File: config.mk
export PLATFORM = sky130hd
export DESIGN_NAME = encoder_velocity_fusion_core
export DESIGN_NICKNAME = d
export VERILOG_FILES = /design/src/design/evf_pkg.sv /design/src/design/evf_ctrl.sv /design/src/design/evf_div.sv /design/src/design/evf_dp.sv /design/src/design/encoder_velocity_fusion_core.sv
export SDC_FILE = /design/constraint.sdc
export NUM_CORES = 2
export LEC_CHECK = 0
export BUFFER_PORTS_ARGS = -buffer_cell sky130_fd_sc_hd__buf_4
export CAP_MARGIN = 20
export CORE_ASPECT_RATIO = 0.6
export CORE_UTILIZATION = 45
export CTS_CLUSTER_DIAMETER = 80
export CTS_CLUSTER_SIZE = 25
export DETAILED_ROUTE_END_ITERATION = 8
export PLACE_DENSITY = 0.72
export SKIP_LAST_GASP = 1
export SYNTH_ARGS = -nofsm -noshare
export SYNTH_HDL_FRONTEND = slang
export SYNTH_SLANG_ARGS = --single-unit
export TNS_END_PERCENT = 10
File: constraint.sdc
create_clock -name i_clk -period 8.75 [get_ports i_clk]
set_input_delay 0.875 -clock i_clk [delete_from_list [all_inputs] [get_ports i_clk]]
set_output_delay 0.875 -clock i_clk [all_outputs]
set_load 0.03 [all_outputs]
File: src/design/evf_pkg.sv
// shared types and constants for the encoder velocity fusion block
package evf_pkg;
    localparam int AXES_DEF = 4;
    localparam int NARROW_BITS_DEF = 16;

    localparam int CFG_IDX_W = 3;
    localparam int CFG_DATA_W = 32;
    localparam logic [CFG_IDX_W-1:0] REG_SERVO_PERIOD = 3'd0;
    localparam logic [CFG_IDX_W-1:0] REG_NARROW_MASK = 3'd1;
    localparam logic [CFG_IDX_W-1:0] REG_SLOW_NUM = 3'd2;
    localparam logic [CFG_IDX_W-1:0] REG_FAST_THRESH = 3'd3;
    localparam logic [CFG_IDX_W-1:0] REG_STALE_LIMIT = 3'd4;

    localparam logic [1:0] OP_LATCH = 2'd0;
    localparam logic [1:0] OP_CAPTURE = 2'd1;
    localparam logic [1:0] OP_ENABLE = 2'd2;

    localparam logic [31:0] SERVO_PERIOD_RST = 32'd1000000;
    localparam logic [23:0] SLOW_NUM_RST = 24'd400000;
    localparam logic [15:0] FAST_THRESH_RST = 16'd2;
    localparam logic [7:0] STALE_LIMIT_RST = 8'd200;
    localparam logic [7:0] STALE_MAX = 8'hFF;
    localparam logic [29:0] NS_PER_SEC = 30'd1000000000;

    // divider operand and step counter widths
    localparam int DIV_W = 64;
    localparam int DIV_CNT_W = 7;

    // controller to datapath commands
    typedef struct packed {
        logic load;       // take in the transaction, decode
        logic mul_lo;     // first partial product
        logic mul_hi;     // second partial product
        logic div_start;  // launch the divider
        logic div_step;   // one divider iteration
        logic commit;     // write back the axis state and result
    } t_cmd;

    // datapath to controller status
    typedef struct packed {
        logic need_fast_div;
        logic need_slow_div;
        logic div_done;
    } t_stat;
endpackage

File: src/design/evf_ctrl.sv
// controller state machine sequencing one transaction through the datapath
module evf_ctrl
    import evf_pkg::*;
(
    input  logic  i_clk,
    input  logic  i_rst_n,
    input  logic  i_in_valid,
    output logic  o_in_ready,
    output logic  o_out_valid,
    input  logic  i_out_ready,
    input  t_stat i_stat,
    output t_cmd  o_cmd
);
    typedef enum logic [2:0] {
        S_IDLE, S_MUL_LO, S_MUL_HI, S_DIV_GO, S_DIV, S_COMMIT, S_OUT
    } t_state;

    t_state r_state, n_state;
    logic r_out_valid, n_out_valid;

    assign o_in_ready = (r_state == S_IDLE);
    assign o_out_valid = r_out_valid;

    always_comb begin
        n_state = r_state;
        n_out_valid = r_out_valid;
        o_cmd = '0;
        case (r_state)
            S_IDLE: begin
                if (i_in_valid) begin
                    o_cmd.load = 1'b1;
                    n_state = S_MUL_LO;
                end
            end
            S_MUL_LO: begin
                if (i_stat.need_fast_div) begin
                    o_cmd.mul_lo = 1'b1;
                    n_state = S_MUL_HI;
                end else if (i_stat.need_slow_div) begin
                    n_state = S_DIV_GO;
                end else begin
                    n_state = S_COMMIT;
                end
            end
            S_MUL_HI: begin
                o_cmd.mul_hi = 1'b1;
                n_state = S_DIV_GO;
            end
            S_DIV_GO: begin
                o_cmd.div_start = 1'b1;
                n_state = S_DIV;
            end
            S_DIV: begin
                o_cmd.div_step = 1'b1;
                if (i_stat.div_done) n_state = S_COMMIT;
            end
            S_COMMIT: begin
                o_cmd.commit = 1'b1;
                n_out_valid = 1'b1;
                n_state = S_OUT;
            end
            S_OUT: begin
                if (i_out_ready) begin
                    n_out_valid = 1'b0;
                    n_state = S_IDLE;
                end
            end
            default: n_state = S_IDLE;
        endcase
    end

    always_ff @(posedge i_clk) begin
        if (!i_rst_n) begin
            r_state <= S_IDLE;
            r_out_valid <= 1'b0;
        end else begin
            r_state <= n_state;
            r_out_valid <= n_out_valid;
        end
    end
endmodule

File: src/design/evf_div.sv
// restoring serial divider, one quotient bit per cycle while i_step is asserted
module evf_div
    import evf_pkg::*;
(
    input  logic              i_clk,
    input  logic              i_rst_n,
    input  logic              i_start,
    input  logic              i_step,
    input  logic [DIV_W-1:0]  i_dividend,
    input  logic [31:0]       i_divisor,
    output logic [DIV_W-1:0]  o_quot,
    output logic              o_done
);
    logic [DIV_W-1:0] r_quot;
    logic [31:0]      r_rem;
    logic [31:0]      r_dsr;
    logic [DIV_CNT_W-1:0] r_cnt;
    logic [32:0]      w_trial;
    logic [32:0]      w_sub;

    assign w_trial = {r_rem, r_quot[DIV_W-1]};
    assign w_sub = w_trial - {1'b0, r_dsr};
    assign o_quot = r_quot;
    assign o_done = (r_cnt == DIV_CNT_W'(DIV_W - 1));

    always_ff @(posedge i_clk) begin
        if (!i_rst_n) begin
            r_cnt <= '0;
        end else if (i_start) begin
            r_cnt <= '0;
        end else if (i_step && !o_done) begin
            r_cnt <= r_cnt + 1'b1;
        end
    end

    always_ff @(posedge i_clk) begin
        if (i_start) begin
            r_quot <= i_dividend;
            r_rem <= '0;
            r_dsr <= i_divisor;
        end else if (i_step) begin
            if (!w_sub[32]) begin
                r_rem <= w_sub[31:0];
                r_quot <= {r_quot[DIV_W-2:0], 1'b1};
            end else begin
                r_rem <= w_trial[31:0];
                r_quot <= {r_quot[DIV_W-2:0], 1'b0};
            end
        end
    end
endmodule

File: src/design/evf_dp.sv
// datapath: per-axis state, configuration registers, multiply and divide
module evf_dp
    import evf_pkg::*;
#(
    parameter int AXES = AXES_DEF,
    parameter int NARROW_BITS = NARROW_BITS_DEF
) (
    input  logic                  i_clk,
    input  logic                  i_rst_n,
    input  logic                  i_cfg_we,
    input  logic [CFG_IDX_W-1:0]  i_cfg_idx,
    input  logic [CFG_DATA_W-1:0] i_cfg_data,
    input  logic [1:0]            i_op,
    input  logic [1:0]            i_axis,
    input  logic [31:0]           i_counter_value,
    input  logic [15:0]           i_capture_time,
    input  logic                  i_count_down,
    input  logic                  i_enable_value,
    input  t_cmd                  i_cmd,
    output t_stat                 o_stat,
    output logic [1:0]            o_axis_out,
    output logic [31:0]           o_position,
    output logic [31:0]           o_velocity,
    output logic [31:0]           o_delta_velocity,
    output logic [31:0]           o_period_velocity,
    output logic [4:0]            o_status
);
    localparam int AW = (AXES > 1) ? $clog2(AXES) : 1;

    // configuration
    logic [31:0]   r_servo;
    logic [AXES-1:0] r_nmask;
    logic [23:0]   r_snum;
    logic [15:0]   r_fthr;
    logic [7:0]    r_slim;

    always_ff @(posedge i_clk) begin
        if (!i_rst_n) begin
            r_servo <= SERVO_PERIOD_RST;
            r_nmask <= AXES'(12);
            r_snum <= SLOW_NUM_RST;
            r_fthr <= FAST_THRESH_RST;
            r_slim <= STALE_LIMIT_RST;
        end else if (i_cfg_we) begin
            case (i_cfg_idx)
                REG_SERVO_PERIOD: if (i_cfg_data != '0) r_servo <= i_cfg_data;
                REG_NARROW_MASK: r_nmask <= AXES'(i_cfg_data[3:0]);
                REG_SLOW_NUM: r_snum <= i_cfg_data[23:0];
                REG_FAST_THRESH: r_fthr <= i_cfg_data[15:0];
                REG_STALE_LIMIT: r_slim <= i_cfg_data[7:0];
                default: ;
            endcase
        end
    end

    // per-axis state
    logic [AXES-1:0] r_en, r_seen;
    logic [31:0] r_prev [AXES];
    logic [31:0] r_pos  [AXES];
    logic [31:0] r_fv   [AXES];
    logic [31:0] r_sv   [AXES];
    logic [31:0] r_uv   [AXES];
    logic [15:0] r_lct  [AXES];
    logic [7:0]  r_stc  [AXES];
    logic [4:0]  r_st   [AXES];

    // latched transaction
    logic [1:0]  r_op, r_axis;
    logic [31:0] r_cur;
    logic [15:0] r_t;
    logic        r_down, r_env, r_valid_ax;
    logic [AW-1:0] r_a;

    // decoded values
    logic [31:0] r_delta;    // wrapped delta, signed
    logic [31:0] r_mag;      // |delta|
    logic [15:0] r_ticks;
    logic [63:0] r_prod;     // |delta| * 1e9

    logic [31:0] w_d, w_nd, w_delta, w_mag;
    logic [AW-1:0] w_a;
    logic        w_valid_ax;
    logic [63:0] w_quot;
    logic        w_div_done, w_need_fast, w_need_slow;
    logic [45:0] w_prod_lo, w_prod_hi;

    assign w_valid_ax = ({30'd0, i_axis} < AXES);
    assign w_a = AW'(i_axis);
    assign w_d = i_counter_value - r_prev[w_a];
    always_comb begin
        w_nd = w_d & ((32'd1 << NARROW_BITS) - 32'd1);
        if (w_d[NARROW_BITS-1]) w_nd = w_nd | ~((32'd1 << NARROW_BITS) - 32'd1);
        w_delta = r_nmask[w_a] ? w_nd : w_d;
        w_mag = w_delta[31] ? (32'd0 - w_delta) : w_delta;
    end

    evf_div u_div (
        .i_clk(i_clk), .i_rst_n(i_rst_n),
        .i_start(i_cmd.div_start), .i_step(i_cmd.div_step),
        .i_dividend(r_op == OP_LATCH ? r_prod : {40'd0, r_snum}),
        .i_divisor(r_op == OP_LATCH ? r_servo : {16'd0, r_ticks}),
        .o_quot(w_quot), .o_done(w_div_done)
    );

    assign w_need_fast = r_valid_ax && (r_op == OP_LATCH) && r_en[r_a];
    assign w_need_slow = r_valid_ax && (r_op == OP_CAPTURE) && r_en[r_a]
                         && r_seen[r_a] && (r_ticks != 16'd0);
    assign o_stat = {w_need_fast, w_need_slow, w_div_done};

    // 32x30 product split in two 16-bit halves of the multiplier
    assign w_prod_lo = {30'd0, r_mag[15:0]} * {16'd0, NS_PER_SEC};
    assign w_prod_hi = {30'd0, r_mag[31:16]} * {16'd0, NS_PER_SEC};

    always_ff @(posedge i_clk) begin
        if (i_cmd.load) begin
            r_op <= i_op; r_axis <= i_axis; r_cur <= i_counter_value;
            r_t <= i_capture_time; r_down <= i_count_down; r_env <= i_enable_value;
            r_valid_ax <= w_valid_ax; r_a <= w_a;
            r_delta <= w_delta; r_mag <= w_mag;
            r_ticks <= i_capture_time - r_lct[w_a];
        end
        if (i_cmd.mul_lo) r_prod <= {18'd0, w_prod_lo};
        if (i_cmd.mul_hi) r_prod <= r_prod + {2'd0, w_prod_hi, 16'd0};
    end

    // saturated signed fast velocity and signed slow velocity from the quotient
    logic [31:0] w_fast_sat, w_slow_val;
    always_comb begin
        if (!r_delta[31])
            w_fast_sat = (w_quot > 64'h7FFFFFFF) ? 32'h7FFFFFFF : w_quot[31:0];
        else
            w_fast_sat = (w_quot > 64'h80000000) ? 32'h80000000 : (32'd0 - w_quot[31:0]);
        w_slow_val = r_down ? (32'd0 - w_quot[31:0]) : w_quot[31:0];
    end

    logic [7:0] w_stc_inc;
    logic w_fresh, w_use_fast;
    assign w_stc_inc = (r_stc[r_a] < STALE_MAX) ? r_stc[r_a] + 8'd1 : r_stc[r_a];
    assign w_fresh = w_stc_inc < r_slim;
    assign w_use_fast = r_mag >= {16'd0, r_fthr};

    always_ff @(posedge i_clk) begin
        if (!i_rst_n) begin
            r_en <= '1;
            r_seen <= '0;
            for (int k = 0; k < AXES; k++) begin
                r_prev[k] <= '0; r_pos[k] <= '0; r_fv[k] <= '0; r_sv[k] <= '0;
                r_uv[k] <= '0; r_lct[k] <= '0; r_stc[k] <= STALE_LIMIT_RST;
                r_st[k] <= 5'd1;
            end
        end else if (i_cmd.commit && r_valid_ax) begin
            case (r_op)
                OP_LATCH: begin
                    r_prev[r_a] <= r_cur;
                    if (!r_en[r_a]) begin
                        r_st[r_a] <= '0; r_fv[r_a] <= '0; r_sv[r_a] <= '0;
                        r_uv[r_a] <= '0;
                    end else begin
                        r_pos[r_a] <= r_pos[r_a] + r_delta;
                        r_fv[r_a] <= w_fast_sat;
                        r_stc[r_a] <= w_stc_inc;
                        r_st[r_a] <= {!w_use_fast && w_fresh, w_use_fast, w_fresh,
                                      r_seen[r_a], 1'b1};
                        if (w_use_fast) r_uv[r_a] <= w_fast_sat;
                        else if (w_fresh) r_uv[r_a] <= r_sv[r_a];
                        else begin
                            r_sv[r_a] <= '0; r_uv[r_a] <= '0;
                        end
                    end
                end
                OP_CAPTURE: begin
                    if (r_en[r_a]) begin
                        if (w_need_slow) begin
                            r_sv[r_a] <= w_slow_val;
                            r_stc[r_a] <= '0;
                        end
                        r_lct[r_a] <= r_t;
                        r_seen[r_a] <= 1'b1;
                    end
                end
                OP_ENABLE: begin
                    r_en[r_a] <= r_env; r_st[r_a] <= {4'd0, r_env};
                    r_fv[r_a] <= '0; r_sv[r_a] <= '0; r_uv[r_a] <= '0;
                    r_stc[r_a] <= r_slim; r_seen[r_a] <= 1'b0;
                    r_prev[r_a] <= r_cur; r_lct[r_a] <= '0;
                end
                default: ;
            endcase
        end
    end

    // result read from the state once committed
    assign o_axis_out = r_axis;
    assign o_position = r_valid_ax ? r_pos[r_a] : '0;
    assign o_velocity = r_valid_ax ? r_uv[r_a] : '0;
    assign o_delta_velocity = r_valid_ax ? r_fv[r_a] : '0;
    assign o_period_velocity = r_valid_ax ? r_sv[r_a] : '0;
    assign o_status = r_valid_ax ? r_st[r_a] : '0;
endmodule

File: src/design/encoder_velocity_fusion_core.sv
// top level of the encoder velocity fusion block
// Multi-axis quadrature encoder velocity estimator. Each input transaction
// (latch, capture or enable) updates one axis and yields exactly one result
// transaction with that axis's position, fused/fast/slow velocity and status.
// One transaction is processed at a time: a latch on an enabled axis and a
// capture with a valid interval run through the shared 64-step serial
// divider; other transactions bypass it. The input is ready again once the
// result has been taken.
module encoder_velocity_fusion_core
    import evf_pkg::*;
#(
    parameter int AXES = AXES_DEF,
    parameter int NARROW_BITS = NARROW_BITS_DEF
) (
    input  logic                  i_clk,
    input  logic                  i_rst_n,
    // configuration write port
    input  logic                  i_cfg_we,
    input  logic [CFG_IDX_W-1:0]  i_cfg_idx,
    input  logic [CFG_DATA_W-1:0] i_cfg_data,
    // input stream
    input  logic                  s_axis_tvalid,
    output logic                  s_axis_tready,
    // tdata: op[1:0], axis[3:2], counter_value[35:4], capture_time[51:36],
    //        count_down[52], enable_value[53], zero fill
    input  logic [55:0]           s_axis_tdata,
    // output stream
    output logic                  m_axis_tvalid,
    input  logic                  m_axis_tready,
    // tdata: axis_out[1:0], position[33:2], velocity[65:34],
    //        delta velocity[97:66], period velocity[129:98], status[134:130],
    //        zero fill
    output logic [135:0]          m_axis_tdata
);
    t_cmd  w_cmd;
    t_stat w_stat;
    logic [1:0]  w_axis_out;
    logic [31:0] w_pos, w_vel, w_vf, w_vs;
    logic [4:0]  w_status;

    evf_ctrl u_ctrl (
        .i_clk(i_clk), .i_rst_n(i_rst_n),
        .i_in_valid(s_axis_tvalid), .o_in_ready(s_axis_tready),
        .o_out_valid(m_axis_tvalid), .i_out_ready(m_axis_tready),
        .i_stat(w_stat), .o_cmd(w_cmd)
    );

    evf_dp #(.AXES(AXES), .NARROW_BITS(NARROW_BITS)) u_dp (
        .i_clk(i_clk), .i_rst_n(i_rst_n),
        .i_cfg_we(i_cfg_we), .i_cfg_idx(i_cfg_idx), .i_cfg_data(i_cfg_data),
        .i_op(s_axis_tdata[1:0]), .i_axis(s_axis_tdata[3:2]),
        .i_counter_value(s_axis_tdata[35:4]), .i_capture_time(s_axis_tdata[51:36]),
        .i_count_down(s_axis_tdata[52]), .i_enable_value(s_axis_tdata[53]),
        .i_cmd(w_cmd), .o_stat(w_stat),
        .o_axis_out(w_axis_out), .o_position(w_pos), .o_velocity(w_vel),
        .o_delta_velocity(w_vf), .o_period_velocity(w_vs), .o_status(w_status)
    );

    assign m_axis_tdata = {1'b0, w_status, w_vs, w_vf, w_vel, w_pos, w_axis_out};
endmodule

Yosys cells after proc, flatten, opt, wreduce, memory -nomap -nowiden --
Memories as Yosys holds them, arrays and structs flattened. A register that Yosys moved wholly into a read port is not among the register bits. Index checks and enable logic that the tools add are counted.
Operators by class: add/subtract/negate cells 9, multipliers 2, div/mod/pow operators 0, order comparisons 8, equal/unequal tests 17, shift operators 0, muxes and demuxes 137, bitwise operators 19, reductions and logical operators 36
Operators with widths (count):
- 2-to-1 mux 32 bit | 22
- 2-to-1 mux 64 bit | 5
- OR reduction 32 bit | 5
- multiplier 16 x 21 -> 37 bit, second input constant | 2
- 2-to-1 mux 1 bit | 71
- adder 64 x 62 -> 64 bit | 1
- greater-than comparator 64 x 31 -> 1 bit, second input constant | 1
- greater-than comparator 64 x 32 -> 1 bit, second input constant | 1
- subtractor 1 x 32 -> 32 bit, first input constant | 2
- 2-to-1 mux 16 bit | 3
- subtractor 33 x 32 -> 33 bit | 1
- adder 32 bit | 1
- >= comparator 32 x 16 -> 1 bit | 1
- 2-to-1 mux 8 bit | 4
- nonzero test 32 bit | 1
- subtractor 32 bit | 1
- 2-to-1 mux 31 bit | 1
- 2-to-1 mux 2 bit | 14
- case mux 3 bit (7 select lines) | 1
- nonzero test 16 bit | 1
- OR reduction 16 bit | 1
- subtractor 16 bit | 1
- 2-to-1 mux 3 bit | 5
- 2-to-1 mux 5 bit | 3
- 35 further kinds | 79
Storage, ports and cells: register bits after elaboration 429, bits in latches 0, memory bits (writable) 756, bits in read-only memories 0, input port bits 96, memories kept 8
Memories:
- u_dp.r_fv | depth 4, width 32, read ports 1, clocked after Yosys merged registers in 1, write ports 4, line evf_dp.sv:60 | logic [31:0] r_fv [AXES];
- u_dp.r_pos | depth 4, width 32, read ports 1, clocked after Yosys merged registers in 1, write ports 4, line evf_dp.sv:59 | logic [31:0] r_pos [AXES];
- u_dp.r_prev | depth 4, width 32, read ports 1, clocked after Yosys merged registers in 0, write ports 4, line evf_dp.sv:58 | logic [31:0] r_prev [AXES];
- u_dp.r_sv | depth 4, width 32, read ports 1, clocked after Yosys merged registers in 1, write ports 4, line evf_dp.sv:61 | logic [31:0] r_sv [AXES];
- u_dp.r_uv | depth 4, width 32, read ports 1, clocked after Yosys merged registers in 1, write ports 4, line evf_dp.sv:62 | logic [31:0] r_uv [AXES];
- u_dp.r_lct | depth 4, width 16, read ports 1, clocked after Yosys merged registers in 0, write ports 4, line evf_dp.sv:63 | logic [15:0] r_lct [AXES];
- +2 memories

Longest topological paths before layout --
depth in word-level cells 15, gate-level depth with buffers 32, mapped depth without buffers 32

Hierarchy --
From an unflattened synthesis, not the netlist that was laid out.
Unflattened totals: cells, all modules 6135, area, all modules 71748.8 um^2
By module, submodules not included:
- evf_dp | instances 1, cells each 5470, area an instance 64211.6 um^2
- evf_div | instances 1, cells each 631, area an instance 7226.9 um^2
- evf_ctrl | instances 1, cells each 32, area an instance 299.0 um^2
- encoder_velocity_fusion_core | instances 1, cells each 2, area an instance 11.3 um^2

Worst setup path after synthesis --
Ideal clock, no wire load.
path type reg-to-reg, from reg u_dp.r_mag[21], to reg u_dp.r_prod[60] (data pin), arrival 7420 ps, slack 1064 ps, cell stages (with the launch flop) 28, clock period less this slack 7686 ps, cells stage by stage edfxtp_1 > inv_1 > ha_1 > fa_1 > fa_1 > fa_1 > fa_1 > fa_1 > inv_1 > ha_1 > nor3_1 > o211ai_1 > a21boi_0 > a21o_1 > a21oi_1 > xnor2_1 > ha_1 > and3_1 > and3_1 > or4b_2 > a21bo_2 > a311oi_1 > nor2_1 > a211o_1 > o21a_1 > o21ai_0 > xnor2_1 > nor2_1
Between the ends: longest elaborated chain between the ends 3
Ends and longest elaborated chain:
- start: declaration | line evf_dp.sv:76 | logic [31:0] r_mag;
- start signal: assignment | line evf_dp.sv:119 | r_delta <= w_delta; r_mag <= w_mag;
- multiplier 16 x 21 -> 37 bit | line evf_dp.sv:112 | assign w_prod_hi = {30'd0, r_mag[31:16]} * {16'd0, NS_PER_SEC};
- adder 64 x 62 -> 64 bit | line evf_dp.sv:123 | if (i_cmd.mul_hi) r_prod <= r_prod + {2'd0, w_prod_hi, 16'd0};
- 2-to-1 mux 64 bit | line evf_dp.sv:123
- end signal: assignment | line evf_dp.sv:122 | if (i_cmd.mul_lo) r_prod <= {18'd0, w_prod_lo};
- end signal: assignment | line evf_dp.sv:123
- end: declaration | line evf_dp.sv:78 | logic [63:0] r_prod;
No other way between the ends. A chain may end at the register's enable or synchronous reset.

Worst setup path after layout --
from reg u_dp.r_mag[19], to reg u_dp.r_prod[62] (data pin)
The elaborated chain is that of the path after synthesis.

==> impl_metrics.env <==
export IMPL_status="finished clean"
export IMPL_cpMostUsedCell="fa_1"
export IMPL_first_pass_iters=6
export IMPL_synth_area_leaders="edfxtp_1 44%, ha_1 8.5%, fa_1 7.5%"
export IMPL_cp_depth=27
export IMPL_rr_worst_depth=27
export IMPL_slew_headroom_pct=23.43
export IMPL_met3_usage_pct=5.719
export IMPL_synth_edff_count=1040
export IMPL_grt_pass1_wl_mm=296.5
export IMPL_critPathMaxFanout=6
export IMPL_finalHoldWorstSlack_ns=0.3227
export IMPL_routed_wl_mm=199.0
export IMPL_core_mm2=0.1554
export IMPL_cts_buffer_depth=3
export IMPL_numCtsBuffers=56
export IMPL_cts_tree="done"
export IMPL_gr_total_overflow=0
export IMPL_final_antenna_net_count=0
export IMPL_grt_use_met1_pct=37.68
export IMPL_global_route_usage_met2_pct=35.89
export IMPL_syn2layout_area_growth_pct=8.690
export IMPL_cts_sink_count=1177
export IMPL_numPortBuffers=230
export IMPL_via_count=49270
export IMPL_grt_start_max_net_pins=82
export IMPL_ys_ff_latch=1177
export IMPL_gp_congestion=0.9798
export IMPL_die_w_um=512.6
export IMPL_drive_gt1_share_pct=10.79
export IMPL_hold_path_class="input pin to flip-flop"
export IMPL_num_rows=112
export IMPL_worstSetupStartpointType="flip-flop"
export IMPL_synth_nets=7061
export IMPL_synth_top_area_cell="edfxtp_1"
export IMPL_yosys_warnings=0
export IMPL_slew_viol_final=0
export IMPL_setup_worst_path_start="u_dp.r_mag[19]"
export IMPL_required_ns=9.23
export IMPL_drcViolationCount=0
export IMPL_drt_vias_per_instance=5.825
export IMPL_final_hold_viol_count=0
export IMPL_async_reset_ff_share_pct=0
export IMPL_fin_nets=7209
export IMPL_die_area_mm2=0.1581
export IMPL_start_util_pct=45.30
export IMPL_fp_dieH_um=308.4
export IMPL_synthTopCellsByCount="1040 x edfxtp_1, 737 x nor2_1, 655 x inv_1"
export IMPL_cp_slowest_stage_delay_ns=0.64
export IMPL_crit_end="u_dp.r_prod[62]"
export IMPL_endpoint_kind="flip-flop"
export IMPL_root_buffer="clkbuf_16"
export IMPL_htreeDepth=2
export IMPL_worstSetupPathType="flip-flop to flip-flop"
export IMPL_critPathArrivalTime_ns=8.88
export IMPL_hpwl_mm=146.1
export IMPL_r2r_end="u_dp.r_prod[62]"
export IMPL_crit_reg2reg_launch="u_dp.r_mag[19]"
export IMPL_yosys_cell_count_top_type="edfxtp_1"
export IMPL_max_freq_ghz=0.1189
export IMPL_tns_ns=0
export IMPL_avgSynthCellArea_um2=11.32
export IMPL_drt_iter0_markers=6143
export IMPL_worstSkewPairLatency_ns=0.74
export IMPL_rsz0062_at_grt="true"
export IMPL_crit_buf_inv=2
export IMPL_clkTransAtPathRegs_ns=0.11
export IMPL_drv_cap=0
export IMPL_grt_total_usage_pct=24.73
export IMPL_crit_family="adder cells"
export IMPL_r2r_slack_ns=0.34
export IMPL_skew_ns=0.07066
export IMPL_cp_slowest_cell="or4b_2"
export IMPL_utilization_pct=49.23
export IMPL_top_usage_layer="met1"
export IMPL_worstMarginPinSlew_ns=1.149
export IMPL_yosysSeqAreaShare_pct=48.26
export IMPL_syn_area_mm2=0.07040
export IMPL_netlist_instances=6221
export IMPL_period_share_pct=96.08
export IMPL_first_global_vias=47090
export IMPL_post_drt_wl_per_cell_um=23.53
export IMPL_synth_top_area_share_pct=44.36
export IMPL_synth_distinct_cells=86
export IMPL_period_minus_slack_ns=8.407
export IMPL_antenna_found_initial=6
export IMPL_pin_count=234
export IMPL_synth_flop_cell="edfxtp_1"
export IMPL_setup_viol=0
[sequential cells by signal, indices dropped and copies added, names as in the netlist, 20 cells and up, named ones only]
register           cells
u_dp.u_div.r_dsr      32
u_dp.r_delta          31
u_dp.r_st             20
u_dp.r_pos           128
u_dp.r_prev          128
u_dp.r_fv            128
u_dp.r_cur            32
u_dp.r_uv            128
u_dp.r_snum           24
u_dp.r_sv            128
u_dp.r_servo          32
u_dp.u_div.o_quot     64
u_dp.r_prod           55
u_dp.r_stc            32
u_dp.r_mag            32
u_dp.r_lct            64
u_dp.u_div.r_rem      32
[cells in the final DEF, fill, tap and decap left out, drive strengths merged, types with 136 or more instances in the layout]
master,netlist,layout
nor2,738,738
dfxtp,137,137
nand3,136,136
ha,479,479
mux4,174,174
nand2,618,618
xnor2,162,162
fa,265,265
a21oi,237,237
edfxtp,1040,1040
o21ai,201,201
buf,43,343
inv,656,663
[layout make-up]
type                            instances  area, um2
Fill cell                           13580      78900
Tap cell                             2052       2567
Clock buffer                           80       1495
Multi-Input combinational cell       4131      33120
Antenna cell                            3      7.507
Sequential cell                      1177      33980
Timing Repair Buffer                  344       2624
Clock inverter                         12      249.0
Inverter                              659       2474
[how the worst min path moves through the flow]
| stage | from | endpoint | slack [ns] | cells after the start |
|---|---|---|---|---|
| floorplan | u_dp.r_snum[10] | u_dp.r_snum[10] | 0.44 | 2 |
| global placement | u_dp.r_snum[14] | u_dp.r_snum[14] | 0.44 | 2 |
| detailed placement | u_dp.r_fthr[15] | u_dp.r_fthr[15] | 0.45 | 2 |
| CTS | s_axis_tdata[1] | u_dp.r_op[1] | 0.29 | 1 |
| global route | s_axis_tdata[1] | u_dp.r_op[1] | 0.28 | 1 |
| finish | s_axis_tdata[1] | u_dp.r_op[1] | 0.32 | 1 |
[metrics by stage]
stage,cells,setup slack [ns],area [um2]
global route,8457,-0.02759,76510
finish,8458,0.3428,76510
detailed placement,8353,0.2460,74640
floorplan,6221,1.064,70400
global placement,8352,0.2795,74610
CTS,8445,0.2224,76380
[cells by family after synthesis]
family / share of synthesized area (%)
AOI/OAI and AO/OA: 8.574
xor gates and xnor gates: 3.086
adders and majority gates: 16.05
buffers and inverters: 4.911
DFF: 48.26
muxes: 7.328
other: 0.005327
and+or+nand+nor: 11.79
[what timing repair did]
item | 4_1_cts | 5_1_grt
gates resized for setup | 0 | 10
hold buffers | 0 | 0
setup endpoints to repair | 0 | 6
setup buffers | 0 | 6
[layer usage]
metal  vias to the layer above  routed length, um
met4                         0               3758
li1                      22240                  -
met2                      2506              83710
met1                     24310              89530
met3                       212              22040
met5                         -                  0
[worst reg2reg max path, cell delays in order, from the launching register on]
cell and delay (ns):
edfxtp_1 0.55, ha_1 0.44, inv_1 0.08, fa_1 0.47, fa_1 0.54, fa_1 0.44
fa_1 0.52, fa_1 0.55, inv_1 0.04, ha_1 0.22, nor3_1 0.21, o211ai_1 0.22
a21boi_0 0.22, a21o_1 0.21, a21oi_1 0.17, xnor2_1 0.11, ha_1 0.40, and3_1 0.26
and3_1 0.22, or4b_2 0.64, a21bo_2 0.29, a311oi_2 0.32, nor2_1 0.10, a211o_1 0.31
o21a_1 0.24, o21ai_0 0.21, xnor2_1 0.14, nor2_1 0.06
Power is not shown: default switching activity piles up to over one toggle a cycle in this logic, so the estimate is an artifact.
